### config.mk
export PLATFORM = sky130hd
export DESIGN_NAME = mbus_data_record_parser_unit
export DESIGN_NICKNAME = d
export VERILOG_FILES = /design/src/hw/rtl/mdrp_pkg.sv /design/src/hw/rtl/mdrp_front.sv /design/src/hw/rtl/mdrp_back.sv /design/src/hw/rtl/mbus_data_record_parser_unit.sv
export SDC_FILE = /design/constraint.sdc
export NUM_CORES = 1
export LEC_CHECK = 0
export BUFFER_PORTS_ARGS = -buffer_cell sky130_fd_sc_hd__buf_2
export CORE_MARGIN = 4
export CORE_UTILIZATION = 54
export CTS_CLUSTER_SIZE = 25
export DETAILED_ROUTE_END_ITERATION = 12
export PLACE_DENSITY = 0.76
export SLEW_MARGIN = 25
export SYNTH_ARGS = -nofsm -noshare
export SYNTH_HDL_FRONTEND = slang
export SYNTH_HIERARCHICAL = 1
export SYNTH_SLANG_ARGS = --single-unit
### constraint.sdc
create_clock -name clock -period 10.1 [get_ports clock]
set_input_delay 1.01 -clock clock [delete_from_list [all_inputs] [get_ports clock]]
set_output_delay 1.01 -clock clock [all_outputs]
set_load 0.02 [all_outputs]
### src/hw/rtl/mdrp_pkg.sv
package mdrp_pkg;

   localparam int MAX_DIFE_DEFAULT = 10;

   localparam logic [7:0] FILLER_DIF  = 8'h2F;
   localparam logic [3:0] CODING_VAR  = 4'hD;
   localparam logic [3:0] CODING_SPEC = 4'hF;

   localparam logic [1:0] KIND_HEADER = 2'd0;
   localparam logic [1:0] KIND_DATA   = 2'd1;
   localparam logic [1:0] KIND_STOP   = 2'd2;
   localparam logic [1:0] KIND_TRUNC  = 2'd3;

   typedef enum logic [2:0] {
      PH_DIF,
      PH_DIFE,
      PH_VIF,
      PH_VIFE,
      PH_VARLEN,
      PH_DATA
   } phase_type;

   // one classified input byte, as it travels from the front to the back
   typedef struct packed {
      logic [7:0] data;
      logic       eot;
      logic       filler;
      logic       bad;
      logic       var_len;
      logic [3:0] fixed_len;
   } cmd_type;

   typedef struct packed {
      logic [1:0]  kind;
      logic [1:0]  measure_type;
      logic [3:0]  data_coding;
      logic [6:0]  vif_code;
      logic [40:0] storage_number;
      logic [19:0] tariff_number;
      logic [9:0]  subunit_number;
      logic [7:0]  record_length;
      logic [7:0]  data_value;
      logic [7:0]  byte_position;
      logic        record_last;
   } rsp_type;

   // data length by DIF coding; variable and special codes give zero here
   function automatic logic [3:0] coding_len(input logic [3:0] coding);
      logic [3:0] len;
      begin
         unique case (coding)
            4'h0, 4'h8: len = 4'd0;
            4'h1, 4'h9: len = 4'd1;
            4'h2, 4'hA: len = 4'd2;
            4'h3, 4'hB: len = 4'd3;
            4'h4, 4'h5, 4'hC: len = 4'd4;
            4'h6, 4'hE: len = 4'd6;
            4'h7: len = 4'd8;
            default: len = 4'd0;
         endcase
         return len;
      end
   endfunction

endpackage

### src/hw/rtl/mdrp_front.sv
module mdrp_front (
   input  logic              clock,
   input  logic              reset,
   input  logic              req_push,
   output logic              req_full,
   input  logic [7:0]        req_in_byte,
   input  logic              req_end_of_telegram,
   output logic              cmd_valid,
   output mdrp_pkg::cmd_type cmd_item,
   input  logic              cmd_pop
);
   import mdrp_pkg::*;

   cmd_type    cmd_mem_ff [2];
   logic       wr_ptr_ff, wr_ptr_in;
   logic       rd_ptr_ff, rd_ptr_in;
   logic [1:0] count_ff, count_in;
   cmd_type    classified;
   logic       do_push, do_pop;

   always_comb begin
      classified.data      = req_in_byte;
      classified.eot       = req_end_of_telegram;
      classified.filler    = (req_in_byte == FILLER_DIF);
      classified.bad       = (req_in_byte[3:0] == CODING_SPEC) && (req_in_byte != FILLER_DIF);
      classified.var_len   = (req_in_byte[3:0] == CODING_VAR);
      classified.fixed_len = coding_len(req_in_byte[3:0]);
   end

   assign req_full  = (count_ff == 2'd2);
   assign cmd_valid = (count_ff != 2'd0);
   assign cmd_item  = cmd_mem_ff[rd_ptr_ff];
   assign do_push   = req_push && !req_full;
   assign do_pop    = cmd_pop && cmd_valid;

   always_comb begin
      wr_ptr_in = do_push ? !wr_ptr_ff : wr_ptr_ff;
      rd_ptr_in = do_pop ? !rd_ptr_ff : rd_ptr_ff;
      count_in  = count_ff + {1'b0, do_push} - {1'b0, do_pop};
   end

   always_ff @(posedge clock) begin
      if (reset) begin
         wr_ptr_ff <= 1'b0;
         rd_ptr_ff <= 1'b0;
         count_ff  <= 2'd0;
      end else begin
         wr_ptr_ff <= wr_ptr_in;
         rd_ptr_ff <= rd_ptr_in;
         count_ff  <= count_in;
      end
   end

   always_ff @(posedge clock) begin
      if (do_push) begin
         cmd_mem_ff[wr_ptr_ff] <= classified;
      end
   end

endmodule

### src/hw/rtl/mdrp_back.sv
module mdrp_back #(
   parameter int MAX_DIFE = mdrp_pkg::MAX_DIFE_DEFAULT
) (
   input  logic              clock,
   input  logic              reset,
   input  logic              cmd_valid,
   input  mdrp_pkg::cmd_type cmd_item,
   output logic              cmd_pop,
   output logic              rsp_empty,
   input  logic              rsp_pop,
   output mdrp_pkg::rsp_type rsp_item
);
   import mdrp_pkg::*;

   localparam logic [3:0] MaxDife = 4'(MAX_DIFE);

   phase_type   phase_ff, phase_in, phase_step;
   logic        halted_ff, halted_in, halt_step;
   logic [7:0]  held_dif_ff, held_dif_in;
   logic        held_var_ff, held_var_in;
   logic [3:0]  held_len_ff, held_len_in;
   logic [3:0]  dife_count_ff, dife_count_in;
   logic [40:0] storage_ff, storage_in;
   logic [19:0] tariff_ff, tariff_in;
   logic [9:0]  subunit_ff, subunit_in;
   logic [6:0]  held_vif_ff, held_vif_in;
   logic [7:0]  bytes_left_ff, bytes_left_in;
   logic [7:0]  position_ff, position_in;
   logic [7:0]  rec_len_ff, rec_len_in;
   logic [7:0]  rec_start_ff, rec_start_in;

   rsp_type     rsp_mem_ff [2];
   logic        out_wr_ff, out_rd_ff;
   logic [1:0]  out_count_ff, out_count_in;

   logic [7:0]  b;
   logic        eot;
   logic [7:0]  next_pos;
   logic        take;
   logic        res_valid;
   logic        was_data;
   logic [1:0]  res_kind;
   logic [7:0]  res_value, res_pos;
   logic        res_last;
   rsp_type     res;
   logic        out_write, out_read;

   logic [5:0]  st_shift;
   logic [63:0] st_bits;
   logic [31:0] tf_bits;
   logic [15:0] su_bits;

   assign b        = cmd_item.data;
   assign eot      = cmd_item.eot;
   assign next_pos = position_ff + 8'd1;

   assign rsp_empty = (out_count_ff == 2'd0);
   assign rsp_item  = rsp_mem_ff[out_rd_ff];
   assign out_read  = rsp_pop && !rsp_empty;
   assign take      = cmd_valid && ((out_count_ff != 2'd2) || out_read);
   assign cmd_pop   = take;
   assign out_write = take && res_valid;

   assign st_shift = {dife_count_ff, 2'b00} + 6'd1;
   assign st_bits  = {60'd0, b[3:0]} << st_shift;
   assign tf_bits  = {30'd0, b[5:4]} << {dife_count_ff, 1'b0};
   assign su_bits  = {15'd0, b[6]} << dife_count_ff;

   // parse phase
   always_comb begin
      phase_step = phase_ff;
      halt_step  = halted_ff;
      if (!halted_ff) begin
         unique case (phase_ff)
            PH_DIF: begin
               if (!cmd_item.filler) begin
                  if (cmd_item.bad) begin
                     halt_step = 1'b1;
                  end else begin
                     phase_step = b[7] ? PH_DIFE : PH_VIF;
                  end
               end
            end
            PH_DIFE: begin
               if (!b[7]) phase_step = PH_VIF;
            end
            PH_VIF, PH_VIFE: begin
               if (!b[7]) begin
                  if (held_var_ff) phase_step = PH_VARLEN;
                  else if (held_len_ff == 4'd0) phase_step = PH_DIF;
                  else phase_step = PH_DATA;
               end else begin
                  phase_step = PH_VIFE;
               end
            end
            PH_VARLEN: begin
               phase_step = (b == 8'd0) ? PH_DIF : PH_DATA;
            end
            PH_DATA: begin
               if (bytes_left_ff <= 8'd1) phase_step = PH_DIF;
            end
            default: phase_step = PH_DIF;
         endcase
      end
      phase_in  = eot ? PH_DIF : phase_step;
      halted_in = eot ? 1'b0 : halt_step;
   end

   // record fields and result
   always_comb begin
      held_dif_in   = held_dif_ff;
      held_var_in   = held_var_ff;
      held_len_in   = held_len_ff;
      dife_count_in = dife_count_ff;
      storage_in    = storage_ff;
      tariff_in     = tariff_ff;
      subunit_in    = subunit_ff;
      held_vif_in   = held_vif_ff;
      bytes_left_in = bytes_left_ff;
      rec_len_in    = rec_len_ff;
      rec_start_in  = rec_start_ff;
      res_valid     = 1'b0;
      was_data      = 1'b0;
      res_kind      = KIND_HEADER;
      res_value     = 8'd0;
      res_pos       = 8'd0;
      res_last      = 1'b0;

      if (!halted_ff) begin
         case (phase_ff)
            PH_DIF: begin
               if (!cmd_item.filler) begin
                  held_dif_in   = b;
                  held_var_in   = cmd_item.var_len;
                  held_len_in   = cmd_item.fixed_len;
                  dife_count_in = 4'd0;
                  storage_in    = {40'd0, b[6]};
                  tariff_in     = 20'd0;
                  subunit_in    = 10'd0;
                  held_vif_in   = 7'd0;
                  bytes_left_in = 8'd0;
                  rec_len_in    = 8'd0;
                  rec_start_in  = 8'd0;
                  if (cmd_item.bad) begin
                     res_valid = 1'b1;
                     res_kind  = KIND_STOP;
                     res_pos   = position_ff;
                  end
               end
            end
            PH_DIFE: begin
               // walk extra DIFEs but drop their bits
               if (dife_count_ff < MaxDife) begin
                  subunit_in    = subunit_ff | su_bits[9:0];
                  tariff_in     = tariff_ff | tf_bits[19:0];
                  storage_in    = storage_ff | st_bits[40:0];
                  dife_count_in = dife_count_ff + 4'd1;
               end
            end
            PH_VIF, PH_VIFE: begin
               if (phase_ff == PH_VIF) held_vif_in = b[6:0];
               if (!b[7] && !held_var_ff) begin
                  rec_len_in    = {4'd0, held_len_ff};
                  rec_start_in  = next_pos;
                  bytes_left_in = {4'd0, held_len_ff};
                  res_valid     = 1'b1;
                  res_pos       = next_pos;
                  res_last      = (held_len_ff == 4'd0);
               end
            end
            PH_VARLEN: begin
               rec_len_in    = b;
               rec_start_in  = next_pos;
               bytes_left_in = b;
               res_valid     = 1'b1;
               res_pos       = next_pos;
               res_last      = (b == 8'd0);
            end
            PH_DATA: begin
               was_data = 1'b1;
               if (bytes_left_ff != 8'd0) bytes_left_in = bytes_left_ff - 8'd1;
               res_valid = 1'b1;
               res_kind  = KIND_DATA;
               res_value = b;
               res_pos   = rec_start_ff;
               res_last  = (bytes_left_ff <= 8'd1);
            end
            default: ;
         endcase
      end

      if (eot && !halt_step && (phase_step != PH_DIF)) begin
         res_valid = 1'b1;
         res_kind  = KIND_TRUNC;
         res_value = was_data ? b : 8'd0;
         res_pos   = rec_start_in;
         res_last  = 1'b1;
      end

      res.kind           = res_kind;
      res.measure_type   = held_dif_in[5:4];
      res.data_coding    = held_dif_in[3:0];
      res.vif_code       = held_vif_in;
      res.storage_number = storage_in;
      res.tariff_number  = tariff_in;
      res.subunit_number = subunit_in;
      res.record_length  = rec_len_in;
      res.data_value     = res_value;
      res.byte_position  = res_pos;
      res.record_last    = res_last;

      position_in = next_pos;
      if (eot) begin
         held_dif_in   = 8'd0;
         held_var_in   = 1'b0;
         held_len_in   = 4'd0;
         dife_count_in = 4'd0;
         storage_in    = 41'd0;
         tariff_in     = 20'd0;
         subunit_in    = 10'd0;
         held_vif_in   = 7'd0;
         bytes_left_in = 8'd0;
         rec_len_in    = 8'd0;
         rec_start_in  = 8'd0;
         position_in   = 8'd0;
      end
   end

   assign out_count_in = out_count_ff + {1'b0, out_write} - {1'b0, out_read};

   always_ff @(posedge clock) begin
      if (reset) begin
         phase_ff      <= PH_DIF;
         halted_ff     <= 1'b0;
         held_dif_ff   <= 8'd0;
         held_var_ff   <= 1'b0;
         held_len_ff   <= 4'd0;
         dife_count_ff <= 4'd0;
         storage_ff    <= 41'd0;
         tariff_ff     <= 20'd0;
         subunit_ff    <= 10'd0;
         held_vif_ff   <= 7'd0;
         bytes_left_ff <= 8'd0;
         position_ff   <= 8'd0;
         rec_len_ff    <= 8'd0;
         rec_start_ff  <= 8'd0;
         out_wr_ff     <= 1'b0;
         out_rd_ff     <= 1'b0;
         out_count_ff  <= 2'd0;
      end else begin
         if (take) begin
            phase_ff      <= phase_in;
            halted_ff     <= halted_in;
            held_dif_ff   <= held_dif_in;
            held_var_ff   <= held_var_in;
            held_len_ff   <= held_len_in;
            dife_count_ff <= dife_count_in;
            storage_ff    <= storage_in;
            tariff_ff     <= tariff_in;
            subunit_ff    <= subunit_in;
            held_vif_ff   <= held_vif_in;
            bytes_left_ff <= bytes_left_in;
            position_ff   <= position_in;
            rec_len_ff    <= rec_len_in;
            rec_start_ff  <= rec_start_in;
         end
         if (out_write) out_wr_ff <= !out_wr_ff;
         if (out_read) out_rd_ff <= !out_rd_ff;
         out_count_ff <= out_count_in;
      end
   end

   always_ff @(posedge clock) begin
      if (out_write) begin
         rsp_mem_ff[out_wr_ff] <= res;
      end
   end

endmodule

### src/hw/rtl/mbus_data_record_parser_unit.sv
// Channel | Direction | Handshake          | Payload
// req     | in        | req_push / req_full  | in_byte, end_of_telegram
// rsp     | out       | rsp_pop / rsp_empty  | record header, data byte, stop, truncation
//
// One byte per cycle sustained while the rsp side keeps popping; a byte's result, if any,
// passes from the two-entry byte queue to the parse step, which writes it into the
// result queue that drives the rsp ports.
// Reset is synchronous and empties both queues; parsing restarts at a DIF.
// A stalled rsp side fills the two-entry result queue, then the byte queue, and
// only then raises req_full.
module mbus_data_record_parser_unit #(
   parameter int MAX_DIFE = mdrp_pkg::MAX_DIFE_DEFAULT
) (
   input  logic        clock,
   input  logic        reset,
   input  logic        req_push,
   output logic        req_full,
   input  logic [7:0]  req_in_byte,
   input  logic        req_end_of_telegram,
   output logic        rsp_empty,
   input  logic        rsp_pop,
   output logic [1:0]  rsp_out_kind,
   output logic [1:0]  rsp_measure_type,
   output logic [3:0]  rsp_data_coding,
   output logic [6:0]  rsp_vif_code,
   output logic [40:0] rsp_storage_number,
   output logic [19:0] rsp_tariff_number,
   output logic [9:0]  rsp_subunit_number,
   output logic [7:0]  rsp_record_length,
   output logic [7:0]  rsp_data_value,
   output logic [7:0]  rsp_byte_position,
   output logic        rsp_record_last
);
   import mdrp_pkg::*;

   logic    cmd_valid;
   logic    cmd_pop;
   cmd_type cmd_item;
   rsp_type rsp_item;

   mdrp_front u_front (
      .clock               (clock),
      .reset               (reset),
      .req_push            (req_push),
      .req_full            (req_full),
      .req_in_byte         (req_in_byte),
      .req_end_of_telegram (req_end_of_telegram),
      .cmd_valid           (cmd_valid),
      .cmd_item            (cmd_item),
      .cmd_pop             (cmd_pop)
   );

   mdrp_back #(
      .MAX_DIFE (MAX_DIFE)
   ) u_back (
      .clock     (clock),
      .reset     (reset),
      .cmd_valid (cmd_valid),
      .cmd_item  (cmd_item),
      .cmd_pop   (cmd_pop),
      .rsp_empty (rsp_empty),
      .rsp_pop   (rsp_pop),
      .rsp_item  (rsp_item)
   );

   assign rsp_out_kind       = rsp_item.kind;
   assign rsp_measure_type   = rsp_item.measure_type;
   assign rsp_data_coding    = rsp_item.data_coding;
   assign rsp_vif_code       = rsp_item.vif_code;
   assign rsp_storage_number = rsp_item.storage_number;
   assign rsp_tariff_number  = rsp_item.tariff_number;
   assign rsp_subunit_number = rsp_item.subunit_number;
   assign rsp_record_length  = rsp_item.record_length;
   assign rsp_data_value     = rsp_item.data_value;
   assign rsp_byte_position  = rsp_item.byte_position;
   assign rsp_record_last    = rsp_item.record_last;

endmodule

==> flow_summary.ini <==
[clock_tree]
cts_tree = done
cts_buffers = 40
clock-sinks = 393
holdBufCountCts = 0
cts-root-buf = clkbuf_16
htreeDepth = 2
clk_pin_slew_ns = 0.06
clk_latency_ns = 0.53
cts-resized-gates = 0
clk_path_buf_depth = 3
post_cts_buffers = 0

[global_route]
grt_use_total_pct = 22.3
antenna_found_initial = 0
first_global_vias = 10857
overflow = 0
grt_pass1_wl_um = 60400
grt_max_degree = 96

[synth]
synth_seq_cells = 393
yosys.area_share.xor_xnor_pct = 0.959
synthAdderAreaFrac_pct = 0.685
syn_area_um2 = 16400
yosys_warnings = 6
seq_area_frac_synth_pct = 63.3
yosys.area_share.simple_pct = 9.10
synth_cell_types = 71
synth_area_per_cell_um2 = 12.8
netlist_instances = 1289
synth_nets = 1311
synth_compound_area_share_pct = 13.4
ys_async_sr_fraction_pct = 0
synth-edff-count = 254
synth_top_family_by_area = compound AO/OA/AOI/OAI gates
synth_flop_cell = edfxtp_1
synth.area.mux_share_pct = 9.42

[critical_path]
crit_fanout = 17
end_kind = register
start_kind = register
worstPathArrival_ns = 4.81
criticalPathCategory = register to register
required_ns = 10.49

[timing]
skew_ns = 0.0227
final-setup-viol-count = 0
max-slew-margin-rel_pct = 30.1
fin_crit_ns = 4.42
maxSlewViolCount = 0
setup_tns_ns = 0
hold_viol_final = 0
rsz0062_at_grt = no
worst_pin_slew_ns = 1.05
max_freq_mhz = 226
fin_crit_sh_pct = 43.8

[final_layout]
nets = 1389
layout-drive-gt1-share_pct = 24.1
antennaDiodeCount = 0
synthToLayoutAreaGrowth_pct = 12.9

[route]
postRouteWirelength_um = 37800
drcViolationCount = 0
first_pass_iters = 7
ant_nets = 0
vias_per_cell = 6.18
wl_per_cell_um = 21.1
dr.first_iter.drc_count = 1177
vias = 11059

[floorplan]
fp.dieW_um = 182
die_h_um = 182
rows = 63
core_area_um2 = 29800
die_area_um2 = 33300
start_util_pct = 55.2
pin_count = 126

[pwr]
ir_worst_vdd_mv = 0.165
power_w = 0.00498
p_leak_nw = 6.59
powerDensity_nw_per_um2 = 268

[min_path]
min_from = u_back/tariff_ff[5]$_SDFFE_PP0P_
hp-class = register to register

[status]
outcome = finished clean

[placement]
place.gp.congestion = 0.874
dp_hpwl_um = 23500
io_buffers = 125

[job]
maxCapViolCount = 0
[routing by layer]
layer	global-route usage [%]	share of wire (%)	vias up	wire, um
met5	0	0	-	0
met4	4.50	1.4	0	512
met3	3.55	7.5	47	2850
met2	36.4	49	493	18400
met1	32.1	42	5488	16000
li1	-	-	5031	-
[area by class of cell]
type / instances / area (um2)
clock buffers: 58 / 1170
fillers: 2285 / 11200
clock inverters: 16 / 120
repair buffers: 139 / 737
flip-flops and latches: 393 / 10400
multi-input cells: 779 / 5580
inverters: 14 / 52.6
well taps: 390 / 488
[final timing paths]
check | to | slack, ns | cells after the start
worst max-delay path | u_back/out_count_ff[1]$_SDFF_PP0_ | 5.68 | 13
worst min-delay path | u_back/tariff_ff[5]$_SDFFE_PP0P_ | 0.47 | 2
worst max register to register | u_back/out_count_ff[1]$_SDFF_PP0_ | 5.68 | 13
worst min register to register | u_back/tariff_ff[5]$_SDFFE_PP0P_ | 0.47 | 2
[critical path, cell delays in order, from the launching register on]
cell	delay (ns)
dfxtp_1	0.83
mux2_1	0.76
nor4_1	0.48
nand2_1	0.14
a221o_1	0.37
nor2_1	0.15
a21o_1	0.60
a21o_1	0.23
ha_1	0.23
inv_1	0.06
ha_1	0.14
xnor2_1	0.13
xnor2_1	0.13
nor2_1	0.05
[through the flow]
step / util (%) / std cells / setup slack [ns] / area (um2) / hold slack, ns
CTS: 62.3 / 1789 / 5.72 / 18600 / 0.476
detailed placement: 57.9 / 1715 / 5.73 / 17300 / 0.456
floorplan: - / 1289 / 1.95 / 16400 / 0.438
global placement: 57.9 / 1715 / 5.76 / 17300 / 0.451
global route: 62.3 / 1789 / 5.39 / 18600 / 0.489
finish: 62.3 / 1789 / 5.68 / 18600 / 0.470
[cell usage in the layout, fill, tap and decap left out, types with 24 or more instances in the layout]
| cell type | n |
|---|---|
| a22o_1 | 41 |
| nand2_1 | 62 |
| a22oi_1 | 103 |
| buf_2 | 124 |
| edfxtp_1 | 254 |
| a32o_1 | 25 |
| nor2_1 | 163 |
| clkbuf_16 | 42 |
| dfxtp_1 | 138 |
| mux2_2 | 116 |
| o21ai_0 | 24 |
| a21oi_1 | 31 |
[cell usage after synthesis, types with 4 or more instances]
master / n / share of area (%)
nor4_1: 5 / 0.19
dfxtp_1: 139 / 17
mux2_1: 18 / 1.2
edfxtp_1: 254 / 46
nor2_1: 164 / 3.7
or2_2: 4 / 0.15
xor2_1: 4 / 0.21
a211oi_1: 4 / 0.18
o211ai_1: 7 / 0.32
a22o_1: 41 / 2.2
and2_1: 11 / 0.42
xnor2_1: 14 / 0.75
o21ai_0: 24 / 0.73
buf_1: 5 / 0.11
and3_1: 8 / 0.30
buf_2: 16 / 0.49
mux2_2: 116 / 7.9
a21oi_1: 32 / 0.97
a41oi_1: 7 / 0.37
nor3b_1: 10 / 0.46
a22oi_1: 103 / 4.7
o2bb2ai_1: 12 / 0.64
nand3_1: 9 / 0.27
inv_1: 12 / 0.27
clkbuf_1: 72 / 1.6
ha_1: 9 / 0.69
nor2b_1: 10 / 0.38
nand2_1: 63 / 1.4
nor3_1: 10 / 0.30
a32oi_1: 4 / 0.21
a31oi_1: 15 / 0.57
a32o_1: 25 / 1.5
buf_6: 5 / 0.34
mux2i_1: 4 / 0.24
[state kept, by name, indices dropped and copies added, names as in the netlist, named ones only]
register              count
u_back/held_vif_ff        7
u_back/rec_len_ff         8
u_back/out_rd_ff          1
u_front/count_ff          2
u_back/phase_ff           3
u_back/held_dif_ff        6
u_back/held_var_ff        1
u_back/rec_start_ff       8
u_back/position_ff        8
u_back/storage_ff        41
u_back/out_wr_ff          1
u_back/out_count_ff       2
u_back/halted_ff          1
u_back/held_len_ff        4
u_back/subunit_ff        10
u_front/cmd_mem_ff       32
u_back/bytes_left_ff      8
u_front/wr_ptr_ff         1
u_back/tariff_ff         20
u_back/rsp_mem_ff       222
u_back/dife_count_ff      4
u_front/rd_ptr_ff         1
[power by group]
group / internal [W] / switching, W / total, W
logic: 0.000447 / 0.00103 / 0.00148
clock network: 0.000835 / 0.000598 / 0.00143
registers: 0.00195 / 0.000111 / 0.00207
total: 0.00324 / 0.00174 / 0.00498
[kinds of logic (layout without fill, tap and decap cells)]
kind of cell | Yosys count | count (layout)
XOR/XNOR | 18 | 18
adder cells (fa/ha/maj) | 9 | 9
AND/OR/NAND/NOR | 321 | 321
buffers and inverters | 117 | 227
flip-flops | 393 | 393
multiplexers | 138 | 138
AO/OA/AOI/OAI | 293 | 293
Note: power is estimated with default switching activity, not from simulation.
